==> src/rtl/ehp_pkg.sv <==
`default_nettype none

package ehp_pkg;

    // Field tags, also used as the parser phase
    localparam logic [4:0] TAG_MAGIC    = 5'd0;
    localparam logic [4:0] TAG_VERSION  = 5'd1;
    localparam logic [4:0] TAG_VARIANT  = 5'd2;
    localparam logic [4:0] TAG_KDF      = 5'd3;
    localparam logic [4:0] TAG_MCOST    = 5'd4;
    localparam logic [4:0] TAG_TCOST    = 5'd5;
    localparam logic [4:0] TAG_PCOST    = 5'd6;
    localparam logic [4:0] TAG_LOGN     = 5'd7;
    localparam logic [4:0] TAG_R        = 5'd8;
    localparam logic [4:0] TAG_P        = 5'd9;
    localparam logic [4:0] TAG_ROUNDS   = 5'd10;
    localparam logic [4:0] TAG_PRF      = 5'd11;
    localparam logic [4:0] TAG_MAC      = 5'd12;
    localparam logic [4:0] TAG_CHUNK    = 5'd13;
    localparam logic [4:0] TAG_SALTLEN  = 5'd14;
    localparam logic [4:0] TAG_SALT     = 5'd15;
    localparam logic [4:0] TAG_TWEAK    = 5'd16;
    localparam logic [4:0] TAG_IV       = 5'd17;
    localparam logic [4:0] TAG_LABELLEN = 5'd18;
    localparam logic [4:0] TAG_LABEL    = 5'd19;
    localparam logic [4:0] PHASE_END    = 5'd20;

    // Key-derivation ids and other accepted codes
    localparam logic [31:0] KDF_ARGON2ID = 32'd1;
    localparam logic [31:0] KDF_SCRYPT   = 32'd2;
    localparam logic [31:0] KDF_PBKDF2   = 32'd3;
    localparam logic [31:0] PRF_ONLY     = 32'd1;
    localparam logic [31:0] VERSION_OLD  = 32'd3;
    localparam logic [31:0] VERSION_NEW  = 32'd4;
    localparam logic [31:0] VARIANT_MAX  = 32'd2;
    localparam logic [31:0] MAC_MIN      = 32'd1;
    localparam logic [31:0] MAC_MAX      = 32'd3;

    // Field lengths in bytes
    localparam logic [15:0] LEN_WORD     = 16'd4;
    localparam logic [15:0] LEN_HALF     = 16'd2;
    localparam logic [15:0] LEN_BYTE     = 16'd1;
    localparam logic [15:0] LEN_TWEAK    = 16'd16;

    // Status codes
    localparam logic [3:0] ST_OK      = 4'd0;
    localparam logic [3:0] ST_TRUNC   = 4'd1;
    localparam logic [3:0] ST_MAGIC   = 4'd2;
    localparam logic [3:0] ST_VERSION = 4'd3;
    localparam logic [3:0] ST_VARIANT = 4'd4;
    localparam logic [3:0] ST_KDF     = 4'd5;
    localparam logic [3:0] ST_PRF     = 4'd6;
    localparam logic [3:0] ST_MAC     = 4'd7;
    localparam logic [3:0] ST_LABEL   = 4'd8;

    // Configuration register indexes
    localparam logic [2:0] CFG_MAGIC_WORD      = 3'd0;
    localparam logic [2:0] CFG_IV_LEN_VARIANT0 = 3'd1;
    localparam logic [2:0] CFG_IV_LEN_VARIANT1 = 3'd2;
    localparam logic [2:0] CFG_IV_LEN_VARIANT2 = 3'd3;
    localparam logic [2:0] CFG_LABEL_LEN_LIMIT = 3'd4;

    typedef struct packed {
        logic [7:0] in_byte;
        logic       end_of_input;
    } t_in_item;

    typedef struct packed {
        logic [4:0]  field_tag;
        logic [7:0]  byte_value;
        logic [15:0] byte_offset;
        logic [31:0] field_value;
        logic        field_complete;
        logic        header_done;
        logic [3:0]  status;
    } t_out_item;

    typedef struct packed {
        logic [31:0] magic_word;
        logic [7:0]  iv_len_variant0;
        logic [7:0]  iv_len_variant1;
        logic [7:0]  iv_len_variant2;
        logic [15:0] label_len_limit;
    } t_cfg;

    typedef struct packed {
        logic [4:0]  field_phase;
        logic [15:0] byte_count;
        logic [31:0] value_accumulator;
        logic        is_version_four;
        logic [1:0]  variant_code;
        logic [7:0]  salt_length;
        logic [15:0] label_length;
    } t_state;

    localparam t_state STATE_RESET = '{
        field_phase:       TAG_MAGIC,
        byte_count:        16'd0,
        value_accumulator: 32'd0,
        is_version_four:   1'b0,
        variant_code:      2'd0,
        salt_length:       8'd0,
        label_length:      16'd0
    };

endpackage

`default_nettype wire

==> src/rtl/ehp_cfg_regs.sv <==
`default_nettype none

module ehp_cfg_regs (
    input  wire logic          i_clk,
    input  wire logic          i_rst_n,
    input  wire logic          i_cfg_we,
    input  wire logic [2:0]    i_cfg_index,
    input  wire logic [31:0]   i_cfg_data,
    output ehp_pkg::t_cfg      o_cfg
);
    import ehp_pkg::*;

    t_cfg r_cfg;

    // Load the addressed register; indexes past the list are dropped
    always_ff @(posedge i_clk) begin
        if (!i_rst_n) begin
            r_cfg.magic_word      <= 32'd0;
            r_cfg.iv_len_variant0 <= 8'd32;
            r_cfg.iv_len_variant1 <= 8'd64;
            r_cfg.iv_len_variant2 <= 8'd128;
            r_cfg.label_len_limit <= 16'd255;
        end else if (i_cfg_we) begin
            case (i_cfg_index)
                CFG_MAGIC_WORD:      r_cfg.magic_word      <= i_cfg_data;
                CFG_IV_LEN_VARIANT0: r_cfg.iv_len_variant0 <= i_cfg_data[7:0];
                CFG_IV_LEN_VARIANT1: r_cfg.iv_len_variant1 <= i_cfg_data[7:0];
                CFG_IV_LEN_VARIANT2: r_cfg.iv_len_variant2 <= i_cfg_data[7:0];
                CFG_LABEL_LEN_LIMIT: r_cfg.label_len_limit <= i_cfg_data[15:0];
                default: ;
            endcase
        end
    end

    assign o_cfg = r_cfg;

endmodule

`default_nettype wire

==> src/rtl/ehp_field_step.sv <==
`default_nettype none

module ehp_field_step (
    input  ehp_pkg::t_state    i_state,
    input  ehp_pkg::t_in_item  i_item,
    input  ehp_pkg::t_cfg      i_cfg,
    output ehp_pkg::t_out_item o_result,
    output ehp_pkg::t_state    o_next_state
);
    import ehp_pkg::*;

    logic [4:0]  w_phase;
    logic [7:0]  w_iv_len;
    logic [15:0] w_field_len;
    logic        w_numeric;
    logic [31:0] w_acc;
    logic        w_complete;
    logic [4:0]  w_next_phase;
    logic [3:0]  w_status;
    logic [4:0]  w_after_iv;
    logic [4:0]  w_after_tweak;
    t_state      w_updated;

    // Fold any phase past the last field back to the magic
    assign w_phase = (i_state.field_phase > TAG_LABEL) ? TAG_MAGIC : i_state.field_phase;

    // Pick the IV length for the current variant
    always_comb begin
        case (i_state.variant_code)
            2'd0:    w_iv_len = i_cfg.iv_len_variant0;
            2'd1:    w_iv_len = i_cfg.iv_len_variant1;
            default: w_iv_len = i_cfg.iv_len_variant2;
        endcase
    end

    // Field length and numeric class by phase
    always_comb begin
        w_numeric = 1'b1;
        case (w_phase)
            TAG_MAGIC, TAG_MCOST, TAG_TCOST, TAG_PCOST,
            TAG_R, TAG_P, TAG_ROUNDS, TAG_CHUNK: w_field_len = LEN_WORD;
            TAG_LABELLEN: w_field_len = LEN_HALF;
            TAG_SALT: begin
                w_field_len = {8'd0, i_state.salt_length};
                w_numeric   = 1'b0;
            end
            TAG_TWEAK: begin
                w_field_len = LEN_TWEAK;
                w_numeric   = 1'b0;
            end
            TAG_IV: begin
                w_field_len = {8'd0, w_iv_len};
                w_numeric   = 1'b0;
            end
            TAG_LABEL: begin
                w_field_len = i_state.label_length;
                w_numeric   = 1'b0;
            end
            default: w_field_len = LEN_BYTE;
        endcase
    end

    // Shift the byte into the big-endian value of a numeric field; a length already passed completes
    assign w_acc      = w_numeric ? {i_state.value_accumulator[23:0], i_item.in_byte} : 32'd0;
    assign w_complete = ({1'b0, i_state.byte_count} + 17'd1) >= {1'b0, w_field_len};

    assign w_after_iv    = i_state.is_version_four ? TAG_LABELLEN : PHASE_END;
    assign w_after_tweak = (w_iv_len != 8'd0) ? TAG_IV : w_after_iv;

    // Validate the completed field and choose what follows it
    always_comb begin
        w_updated    = i_state;
        w_status     = ST_OK;
        w_next_phase = PHASE_END;
        case (w_phase)
            TAG_MAGIC: begin
                if (w_acc != i_cfg.magic_word) w_status = ST_MAGIC;
                w_next_phase = TAG_VERSION;
            end
            TAG_VERSION: begin
                if (w_acc != VERSION_OLD && w_acc != VERSION_NEW) w_status = ST_VERSION;
                w_updated.is_version_four = (w_acc == VERSION_NEW);
                w_next_phase = TAG_VARIANT;
            end
            TAG_VARIANT: begin
                if (w_acc > VARIANT_MAX) w_status = ST_VARIANT;
                w_updated.variant_code = w_acc[1:0];
                w_next_phase = TAG_KDF;
            end
            TAG_KDF: begin
                if (w_acc == KDF_ARGON2ID) begin
                    w_next_phase = TAG_MCOST;
                end else if (w_acc == KDF_SCRYPT) begin
                    w_next_phase = TAG_LOGN;
                end else if (w_acc == KDF_PBKDF2) begin
                    w_next_phase = TAG_ROUNDS;
                end else begin
                    w_status = ST_KDF;
                end
            end
            TAG_MCOST:  w_next_phase = TAG_TCOST;
            TAG_TCOST:  w_next_phase = TAG_PCOST;
            TAG_PCOST:  w_next_phase = TAG_MAC;
            TAG_LOGN:   w_next_phase = TAG_R;
            TAG_R:      w_next_phase = TAG_P;
            TAG_P:      w_next_phase = TAG_MAC;
            TAG_ROUNDS: w_next_phase = TAG_PRF;
            TAG_PRF: begin
                if (w_acc != PRF_ONLY) w_status = ST_PRF;
                w_next_phase = TAG_MAC;
            end
            TAG_MAC: begin
                if (w_acc < MAC_MIN || w_acc > MAC_MAX) w_status = ST_MAC;
                w_next_phase = TAG_CHUNK;
            end
            TAG_CHUNK: w_next_phase = TAG_SALTLEN;
            TAG_SALTLEN: begin
                w_updated.salt_length = w_acc[7:0];
                w_next_phase = (w_acc[7:0] != 8'd0) ? TAG_SALT : TAG_TWEAK;
            end
            TAG_SALT:  w_next_phase = TAG_TWEAK;
            TAG_TWEAK: w_next_phase = w_after_tweak;
            TAG_IV:    w_next_phase = w_after_iv;
            TAG_LABELLEN: begin
                w_updated.label_length = w_acc[15:0];
                if (w_acc[15:0] > i_cfg.label_len_limit) w_status = ST_LABEL;
                w_next_phase = (w_acc[15:0] != 16'd0) ? TAG_LABEL : PHASE_END;
            end
            default: w_next_phase = PHASE_END;
        endcase
        w_updated.field_phase       = w_next_phase;
        w_updated.byte_count        = 16'd0;
        w_updated.value_accumulator = 32'd0;
    end

    // Build the result and the next state
    always_comb begin
        o_result.field_tag   = w_phase;
        o_result.byte_offset = i_state.byte_count;
        if (i_item.end_of_input) begin
            o_result.byte_value     = 8'd0;
            o_result.field_value    = i_state.value_accumulator;
            o_result.field_complete = 1'b0;
            o_result.header_done    = 1'b1;
            o_result.status         = ST_TRUNC;
            o_next_state            = STATE_RESET;
        end else if (!w_complete) begin
            o_result.byte_value     = i_item.in_byte;
            o_result.field_value    = w_acc;
            o_result.field_complete = 1'b0;
            o_result.header_done    = 1'b0;
            o_result.status         = ST_OK;
            o_next_state                   = i_state;
            o_next_state.field_phase       = w_phase;
            o_next_state.byte_count        = i_state.byte_count + 16'd1;
            o_next_state.value_accumulator = w_acc;
        end else if (w_status != ST_OK || w_next_phase == PHASE_END) begin
            o_result.byte_value     = i_item.in_byte;
            o_result.field_value    = w_acc;
            o_result.field_complete = 1'b1;
            o_result.header_done    = 1'b1;
            o_result.status         = w_status;
            o_next_state            = STATE_RESET;
        end else begin
            o_result.byte_value     = i_item.in_byte;
            o_result.field_value    = w_acc;
            o_result.field_complete = 1'b1;
            o_result.header_done    = 1'b0;
            o_result.status         = ST_OK;
            o_next_state            = w_updated;
        end
    end

endmodule

`default_nettype wire

==> src/rtl/encrypted_header_parser.sv <==
`default_nettype none

// Encrypted-file header parser. Feed header bytes one per request; set
// end_of_input on a request to mark the end of the stream (its byte is ignored).
// Every request yields exactly one result with the field tag, the byte, its
// offset within the field, the big-endian value so far for numeric fields and
// flags for field and header completion; header_done with a nonzero status
// ends a header early on a validation error or truncation, and the parser
// then waits for the next magic. Throughput is one byte per cycle while the
// output is not stalled: the whole field step is a single pass between the
// input register and the result register.
// Configuration registers should be written only while no request is in flight.
module encrypted_header_parser (
    input  wire logic          i_clk,
    input  wire logic          i_rst_n,
    input  wire logic          i_in_valid,
    output logic               o_in_stall,
    input  ehp_pkg::t_in_item  i_in_data,
    output logic               o_out_valid,
    input  wire logic          i_out_stall,
    output ehp_pkg::t_out_item o_out_data,
    input  wire logic          i_cfg_we,
    input  wire logic [2:0]    i_cfg_index,
    input  wire logic [31:0]   i_cfg_data
);
    import ehp_pkg::*;

    t_cfg      w_cfg;
    t_in_item  r_in_item;
    logic      r_in_valid;
    t_out_item r_out_item;
    logic      r_out_valid;
    t_state    r_state;
    t_state    n_state;
    t_out_item w_res;
    logic      w_adv;
    logic      w_in_take;

    ehp_cfg_regs u_cfg (
        .i_clk       (i_clk),
        .i_rst_n     (i_rst_n),
        .i_cfg_we    (i_cfg_we),
        .i_cfg_index (i_cfg_index),
        .i_cfg_data  (i_cfg_data),
        .o_cfg       (w_cfg)
    );

    ehp_field_step u_step (
        .i_state      (r_state),
        .i_item       (r_in_item),
        .i_cfg        (w_cfg),
        .o_result     (w_res),
        .o_next_state (n_state)
    );

    // Advance when the result register is empty or being drained
    assign w_adv      = !r_out_valid || !i_out_stall;
    assign o_in_stall = r_in_valid && !w_adv;
    assign w_in_take  = i_in_valid && !o_in_stall;

    // Control: valid flags and parser state
    always_ff @(posedge i_clk) begin
        if (!i_rst_n) begin
            r_in_valid  <= 1'b0;
            r_out_valid <= 1'b0;
            r_state     <= STATE_RESET;
        end else begin
            if (w_adv || !r_in_valid) begin
                r_in_valid <= i_in_valid;
            end
            if (w_adv) begin
                r_out_valid <= r_in_valid;
                if (r_in_valid) begin
                    r_state <= n_state;
                end
            end
        end
    end

    // Payload: hold the request and the result while stalled
    always_ff @(posedge i_clk) begin
        if (w_in_take) begin
            r_in_item <= i_in_data;
        end
        if (w_adv && r_in_valid) begin
            r_out_item <= w_res;
        end
    end

    assign o_out_valid = r_out_valid;
    assign o_out_data  = r_out_item;

`ifndef NO_ASSERTIONS
    // A finished header leaves the parser at the start of the magic
    a_restart: assert property (@(posedge i_clk) disable iff (!i_rst_n)
        (w_adv && r_in_valid && w_res.header_done) |=>
        (r_state.field_phase == TAG_MAGIC && r_state.byte_count == 16'd0))
        else $error("parser did not restart after header end");

    // A partial field advances the byte count by one
    a_count: assert property (@(posedge i_clk) disable iff (!i_rst_n)
        (w_adv && r_in_valid && !w_res.field_complete && !w_res.header_done) |=>
        (r_state.byte_count == $past(r_state.byte_count) + 16'd1))
        else $error("byte count did not advance");

    // An error status always ends the header
    a_err_done: assert property (@(posedge i_clk) disable iff (!i_rst_n)
        o_out_valid |-> (o_out_data.status == ST_OK || o_out_data.header_done))
        else $error("error status without header end");

    // Stall the input side only while a request is held
    a_stall: assert property (@(posedge i_clk) disable iff (!i_rst_n)
        o_in_stall |-> (r_in_valid && r_out_valid))
        else $error("input stalled with no request held");
`endif

endmodule

`default_nettype wire
==> config.mk <==
export PLATFORM = sky130hd
export DESIGN_NAME = encrypted_header_parser
export DESIGN_NICKNAME = d
export VERILOG_FILES = /design/src/rtl/ehp_pkg.sv /design/src/rtl/ehp_cfg_regs.sv /design/src/rtl/ehp_field_step.sv /design/src/rtl/encrypted_header_parser.sv
export SDC_FILE = /design/constraint.sdc
export NUM_CORES = 1
export LEC_CHECK = 0
export BUFFER_PORTS_ARGS = -buffer_cell sky130_fd_sc_hd__clkbuf_2
export CAP_MARGIN = 20
export CORE_MARGIN = 2
export CORE_UTILIZATION = 49
export CTS_CLUSTER_DIAMETER = 100
export DETAILED_ROUTE_END_ITERATION = 10
export PLACE_DENSITY = 0.71
export SLEW_MARGIN = 20
export SYNTH_ARGS = -nofsm -noshare
export SYNTH_HDL_FRONTEND = slang
export SYNTH_SLANG_ARGS = --single-unit
export TNS_END_PERCENT = 100
==> constraint.sdc <==
create_clock -name i_clk -period 3.8 [get_ports i_clk]
set_input_delay 0.95 -clock i_clk [delete_from_list [all_inputs] [get_ports i_clk]]
set_output_delay 0.95 -clock i_clk [all_outputs]
set_load 0.05 [all_outputs]
==> qor.csv, run 1 <==
stage,metric,value,unit
routing,first_iter_violations,1099,
synth,ys.flop_type,dfxtp_1,
setup_path,setup.worst_path.class,reg -> reg,
finish,drive_gt1_share,23.25,%
routing,first_pass_iters,6,
clock_tree,clkLatencyLatePin,0.53,ns
timing,period_share,100.1,%
setup_path,start_kind,register,
power_and_ir_drop,pwr-share-seq,45.6,%
die,io_pins,118,
timing,worst_slew_pin_slew,0.9298,ns
timing,relSlewSlack,37.93,%
synth,yosysWarnings,0,
synth,postSynthAreaPerCell,8.675,sq um
placement,gp_congestion,1.027,
clock_tree,cts_tree,built,
power_and_ir_drop,total_power,5807,uW
min_path,hp-class,reg -> reg,
synth,synth_edf_count,76,
die,rows,55,
placement,dpl.cell_count,1695,
clock_tree,cts_root_buf,clkbuf_16,
synth,netlist_area,11220,sq um
clock_tree,clk_path_buf_depth,3,
grt,grt_usage,26.72,%
timing,clock_skew,0.01536,ns
clock_tree,cts_buffers,26,
setup_path,required,4.24,ns
grt,grt_pass1_wl,51150,microns
routing,detail_route.wl_per_cell,19.17,microns
die,core-area,22570,sq um
synth,synth-seq-cells,230,
power_and_ir_drop,power_per_cell_area,420.8,nW/um^2
finish,fin_cells,1756,
timing,fmax,262.8,MHz
setup_path,cp_max_fo,8,
grt,grt.overflow.total,0,
power_and_ir_drop,swShare,25.25,%
clock_tree,clkTransAtPathRegs,0.06,ns
die,start_util,49.70,%
finish,final_common_cell,nand2_1,
timing,slew_viol_final,0,
outcome,violations,setup timing,
routing,avgViaCountPerCell,5.858,
die,die_w,155.3,microns
grt,grt_pass1_vias,9374,
synth,synth_seq_area_share,47.83,%
placement,hpwl,23750,microns
power_and_ir_drop,p_int,4340,uW
power_and_ir_drop,p_comb_share,10.8,%
finish,nNetsFinal,1533,
timing,fin_crit,3.805,ns
power_and_ir_drop,p_switching,1466,uW
setup_path,cp_data_arrival_time,4.25,ns
placement,io_buffers,117,
routing,ant_nets,0,
setup_path,cp-end-kind,register,
synth,synth-async-reset-ratio,0,%
finish,synthToLayoutAreaGrowth,23.03,%
synth,synthCells,1293,
timing,finalWorstSetupSlack,-0.004991,ns
synth,ys_types,75,
die,die_h,155.3,microns
power_and_ir_drop,power.static_leakage,0.005373,uW
timing,setup_violations,1,
synth,syn_nets,1374,
clock_tree,htreeDepth,1,
job,maxCapViolations,0,
timing,hold_violations,0,
finish,num_antenna_cells,0,
routing,wl,33670,microns
grt,antenna_found_initial,0,
grt,grt_max_degree,58,
routing,via_count,10290,
finish,final_cell_mix,"nand2_1, dfxtp_1, clkbuf_2",
routing,drc,0,
power_and_ir_drop,worst_ir_drop_vdd,0.3418,mV
die,design.die.area,24120,sq um
clock_tree,cts.sinks,230,
power_and_ir_drop,p_clk_share,43.7,%
outcome,outcome,finished with violations,
## synth_stat cells (all sizes together) (6+ instances only)
library cell | n | area [sq um]
o32ai | 6 | 52.55
a22oi | 19 | 142.6
xnor2 | 17 | 148.9
o211ai | 12 | 90.09
or4 | 6 | 52.55
edfxtp | 76 | 2282
nand2b | 9 | 56.30
ha | 32 | 400.4
nor2b | 25 | 156.4
and3 | 13 | 82.58
clkbuf | 67 | 251.5
nand2 | 307 | 1162
nor2 | 75 | 289.0
dfxtp | 154 | 3083
nand3 | 52 | 260.3
nand4 | 15 | 93.84
o22ai | 14 | 87.58
mux2i | 26 | 260.3
nor3 | 18 | 90.09
o31ai | 10 | 88.83
a222oi | 6 | 60.06
inv | 44 | 165.2
o21ai | 54 | 270.3
xor2 | 12 | 105.1
mux2 | 6 | 67.56
a21o | 8 | 60.06
a21oi | 118 | 601.8
buf | 14 | 100.1
nor4 | 14 | 138.9
a31oi | 8 | 50.05
## power groups by stage
| stage | Sequential (uW) | Clock, uW | Combinational [uW] |
|---|---|---|---|
| finish | 2650 | 2540 | 625 |
| global route | 2650 | 2660 | 667 |
| CTS | 2640 | 2560 | 580 |
| detailed placement | 2700 | 0 | 577 |
| global placement | 2690 | 0 | 575 |
| floorplan | 2790 | 0 | 271 |
## cells by family (layout without fill, tap and decap cells)
group	count (synthesis)	in the layout	synth area share, %
AND/OR/NAND/NOR	563	563	23.28
AO/OA/AOI/OAI	282	282	15.53
buffers and inverters	125	303	4.607
adder cells (fa/ha/maj)	32	32	3.569
XOR/XNOR	29	29	2.264
multiplexers	32	32	2.922
flip-flops	230	230	47.83
## state kept, by name, summed over array words and instances, names as in the netlist
register	count
o_out_valid	1
u_cfg.o_cfg	72
o_out_data	67
r_in_item	9
r_in_valid	1
r_state	80
## what timing repair did
item	4_1_cts	5_1_grt
buffers inserted	1	10
endpoints found under the setup margin	18	48
pin swaps	1	23
cloned	0	2
gates resized for setup	1	79
hold endpoints to repair	0	0
hold buffers	0	0
## cell type report
cell class                 count  area [sq um]
inverter                      44         167.7
clock inverter                 9         77.57
timing repair buffer         212          1369
clock buffer                  38         808.3
sequential                   230          5373
fill                        1954          8771
tap                          285         356.6
multi-input combinational    938          5649
## routing by layer
layer,global-route usage [%],vias to the layer above,routed length [microns]
li1,-,4884,-
met1,38.71,4803,14710
met2,40.02,523,14620
met3,5.794,77,3323
met4,8.344,0,1020
met5,0,-,0
## critical path, stage by stage, from the launching register on
cell,delay [ns]
dfxtp_2,0.32
or3b_4,0.48
a21o_4,0.27
and3_2,0.23
ha_2,0.18
a21oi_2,0.14
o21ai_1,0.09
a21o_1,0.20
a211o_1,0.27
a221oi_2,0.32
a311oi_2,0.10
or4_4,0.58
o31a_1,0.38
o22ai_1,0.16
## per-stage QoR
step / setup TNS (ns) / setup slack [ns] / area (sq um) / hold slack (ns) / util (%)
global route: -2.522 / -0.1298 / 13800 / 0.4662 / 61.14
global placement: 0 / 0.04722 / 12450 / 0.4414 / 55.14
CTS: 0 / 0.02020 / 13340 / 0.4541 / 59.11
detailed placement: -0.3890 / -0.06157 / 12450 / 0.4451 / 55.14
floorplan: 0 / 0.05173 / 11220 / 0.4300 / -
finish: -0.004991 / -0.004991 / 13800 / 0.4536 / 61.14
## worst paths after layout
kind                            depth (start not counted)  slack, ns                startpoint                       end
worst max-delay path                                   13     -0.005  r_state[78]$_SDFFE_PN0P_  r_state[21]$_SDFFE_PN0P_
worst min-delay path                                    2       0.45  r_state[53]$_SDFFE_PN0P_  r_state[53]$_SDFFE_PN0P_
worst max register to register                         13     -0.005  r_state[78]$_SDFFE_PN0P_  r_state[21]$_SDFFE_PN0P_
worst min register to register                          2       0.45  r_state[53]$_SDFFE_PN0P_  r_state[53]$_SDFFE_PN0P_
(Power assumes the default switching activity.)
==> run 2, diff against run 1 <==
- REMOVE_ABC_BUFFERS: not set -> 1
==> run 2 against run 1 <==
The flow now finishes without violations; die area did not move; highest routed layer unchanged; non-clock buffer count fell by 9; worst setup slack improved by 0.043 ns.
==> qor.csv, run 2 (same netlist as run 1, synthesis figures left out) <==
stage,metric,value,unit,change
timing,fmax,265.8,MHz,was 262.8 MHz
timing,rsz0062_at_grt,yes,,
timing,period_share,99.01,%,was 100.1%
placement,hpwl,23720,microns,"was 23,750 microns"
finish,final_util,60.40,%,was 61.14%
timing,relSlewSlack,44.60,%,was 37.93%
timing,clock_skew,0.02167,ns,was 0.01536 ns
finish,final_common_cell,nand2_1,,unchanged
setup_path,setup.worst_path.class,reg -> reg,,unchanged
setup_path,cp-end-kind,register,,unchanged
clock_tree,clkTransAtPathRegs,0.07,ns,was 0.06 ns
setup_path,cp_max_fo,8,,unchanged
grt,grt_max_degree,109,,was 58
finish,nNetsFinal,1522,,"was 1,533"
finish,synthToLayoutAreaGrowth,21.54,%,was 23.03%
routing,drc,0,,unchanged
die,die_w,155.3,microns,unchanged
die,start_util,49.70,%,unchanged
power_and_ir_drop,power.static_leakage,0.005292,uW,was 0.005373 uW
die,design.die.area,24120,sq um,unchanged
grt,grt.overflow.total,0,,unchanged
clock_tree,cts.sinks,230,,unchanged
power_and_ir_drop,p_int,4176,uW,was 4340 uW
clock_tree,cts.hold.buffers_added,0,,unchanged
clock_tree,htreeDepth,1,,unchanged
die,core-area,22570,sq um,unchanged
routing,wl,33180,microns,"was 33,670 microns"
setup_path,required,4.24,ns,about the same
grt,grt_usage,27.12,%,was 26.72%
timing,slew_viol_final,0,,unchanged
routing,detail_route.wl_per_cell,19.03,microns,was 19.17 microns
placement,place_area,12420,sq um,"was 12,450 sq um"
finish,largest_register_ffs,80,,unchanged
routing,first_pass_iters,6,,unchanged
routing,avgViaCountPerCell,5.826,,was 5.858
timing,setup_violations,0,,was 1
grt,grt_pass1_wl,51650,microns,"was 51,150 microns"
power_and_ir_drop,pwr-share-seq,47.0,%,was 45.6%
clock_tree,cts_buffers,24,,was 26
placement,io_buffers,117,,unchanged
setup_path,cp_data_arrival_time,4.20,ns,was 4.25 ns
setup_path,start_kind,register,,unchanged
routing,ant_nets,0,,unchanged
die,rows,55,,unchanged
finish,final_cell_mix,"nand2_1, dfxtp_1, clkbuf_2",,unchanged
power_and_ir_drop,power_per_cell_area,412.4,nW/um^2,was 420.8 nW/um^2
power_and_ir_drop,p_switching,1446,uW,was 1466 uW
routing,via_count,10160,,"was 10,290"
grt,antenna_found_initial,0,,unchanged
power_and_ir_drop,p_clk_share,42.2,%,was 43.7%
timing,fin_crit,3.762,ns,was 3.805 ns
finish,num_antenna_cells,0,,unchanged
finish,regMostFlops,r_state,,unchanged
power_and_ir_drop,swShare,25.72,%,was 25.25%
die,io_pins,118,,unchanged
min_path,hp-class,reg -> reg,,unchanged
clock_tree,cts_tree,built,,unchanged
routing,first_iter_violations,1058,,"was 1,099"
placement,gp_congestion,0.9904,,was 1.027
clock_tree,clkLatencyLatePin,0.53,ns,about the same
power_and_ir_drop,p_comb_share,10.7,%,was 10.8%
job,maxCapViolations,0,,unchanged
die,die_h,155.3,microns,unchanged
finish,fin_cells,1744,,"was 1,756"
finish,final_area,13630,sq um,"was 13,800 sq um"
setup_path,r2r_slack,0.04,ns,was -0.005 ns
finish,drive_gt1_share,22.89,%,was 23.25%
clock_tree,cts_root_buf,clkbuf_16,,unchanged
grt,grt_pass1_vias,9414,,"was 9,374"
timing,hold_violations,0,,unchanged
outcome,outcome,completed,,was finished with violations
power_and_ir_drop,worst_ir_drop_vdd,0.3904,mV,was 0.3418 mV
clock_tree,clk_path_buf_depth,3,,unchanged
placement,dpl.cell_count,1690,,"was 1,695"
timing,worst_slew_pin_slew,0.8310,ns,was 0.9298 ns
## run 2: cell count changes in the layout (fill, tap and decap cells not counted), sizes merged
cell / change
clkinvlp: +1
clkinv: +3
buf: -9
inv: -2
clkbuf: -5
## run 2: repair_timing
item,CTS,global route
setup buffers,0,10
setup endpoints to repair,0,49
gates resized for setup,0,89
## run 2: path summary, 6_finish.rpt
| check | from | cells past startpoint | end |
|---|---|---|---|
| max | r_state[79]$_SDFFE_PN0P_ | 17 | r_state[17]$_SDFFE_PN0P_ |
| min reg2reg | u_cfg.o_cfg[24]$_SDFFE_PN0P_ | 2 | u_cfg.o_cfg[24]$_SDFFE_PN0P_ |
| max reg2reg | r_state[79]$_SDFFE_PN0P_ | 17 | r_state[17]$_SDFFE_PN0P_ |
| min | u_cfg.o_cfg[24]$_SDFFE_PN0P_ | 2 | u_cfg.o_cfg[24]$_SDFFE_PN0P_ |
## run 2: final cells by class
| type | instances | area, sq um |
|---|---|---|
| multi-input combinational | 938 | 5607 |
| fill | 1980 | 8939 |
| timing repair buffer | 203 | 1316 |
| inverter | 44 | 168.9 |
| sequential | 230 | 5383 |
| tap | 285 | 356.6 |
| clock inverter | 11 | 85.08 |
| clock buffer | 33 | 716.9 |
## run 2: metal layers
metal | wire [microns] | vias to the layer above | GRT usage [%] | share of wire (%)
met1 | 14830 | 4819 | 39.43 | 45
met4 | 917 | 0 | 8.170 | 2.8
met2 | 14980 | 426 | 42.43 | 45
met3 | 2466 | 67 | 3.426 | 7.4
met5 | 0 | - | 0 | 0
li1 | - | 4849 | - | -
## run 2: stage by stage
| step | power, uW | hold slack, ns | setup slack (ns) | setup TNS (ns) |
|---|---|---|---|---|
| after floorplan | 3034 | 0.4300 | -1.080 | -77.20 |
| after global placement | 3257 | 0.4403 | 0.09985 | 0 |
| after detailed placement | 3263 | 0.4468 | 0.04457 | 0 |
| after CTS | 5619 | 0.4554 | 0.003556 | 0 |
| after global routing | 5799 | 0.4801 | -0.06860 | -0.6193 |
| final | 5622 | 0.4534 | 0.03759 | 0 |
## run 2: worst max-delay path, cell delays in order, from the launching register on
cell and delay [ns]:
dfxtp_2 0.34, or3b_4 0.41, buf_4 0.17, a21oi_4 0.13, nor2_2 0.06, buf_4 0.15, nand2_2 0.07, inv_2 0.05
ha_1 0.17, a21o_1 0.15, a21o_1 0.18, a21oi_1 0.17, o211ai_1 0.14, a221oi_2 0.29, a311oi_2 0.09, or4_4 0.55
o31a_1 0.37, o22ai_1 0.16
## run 2: power groups by stage
stage | Clock [uW] | Sequential, uW | Combinational (uW)
floorplan | 0 | 2800 | 230
global placement | 0 | 2700 | 562
detailed placement | 0 | 2700 | 566
CTS | 2410 | 2640 | 568
global route | 2500 | 2650 | 647
finish | 2370 | 2640 | 603
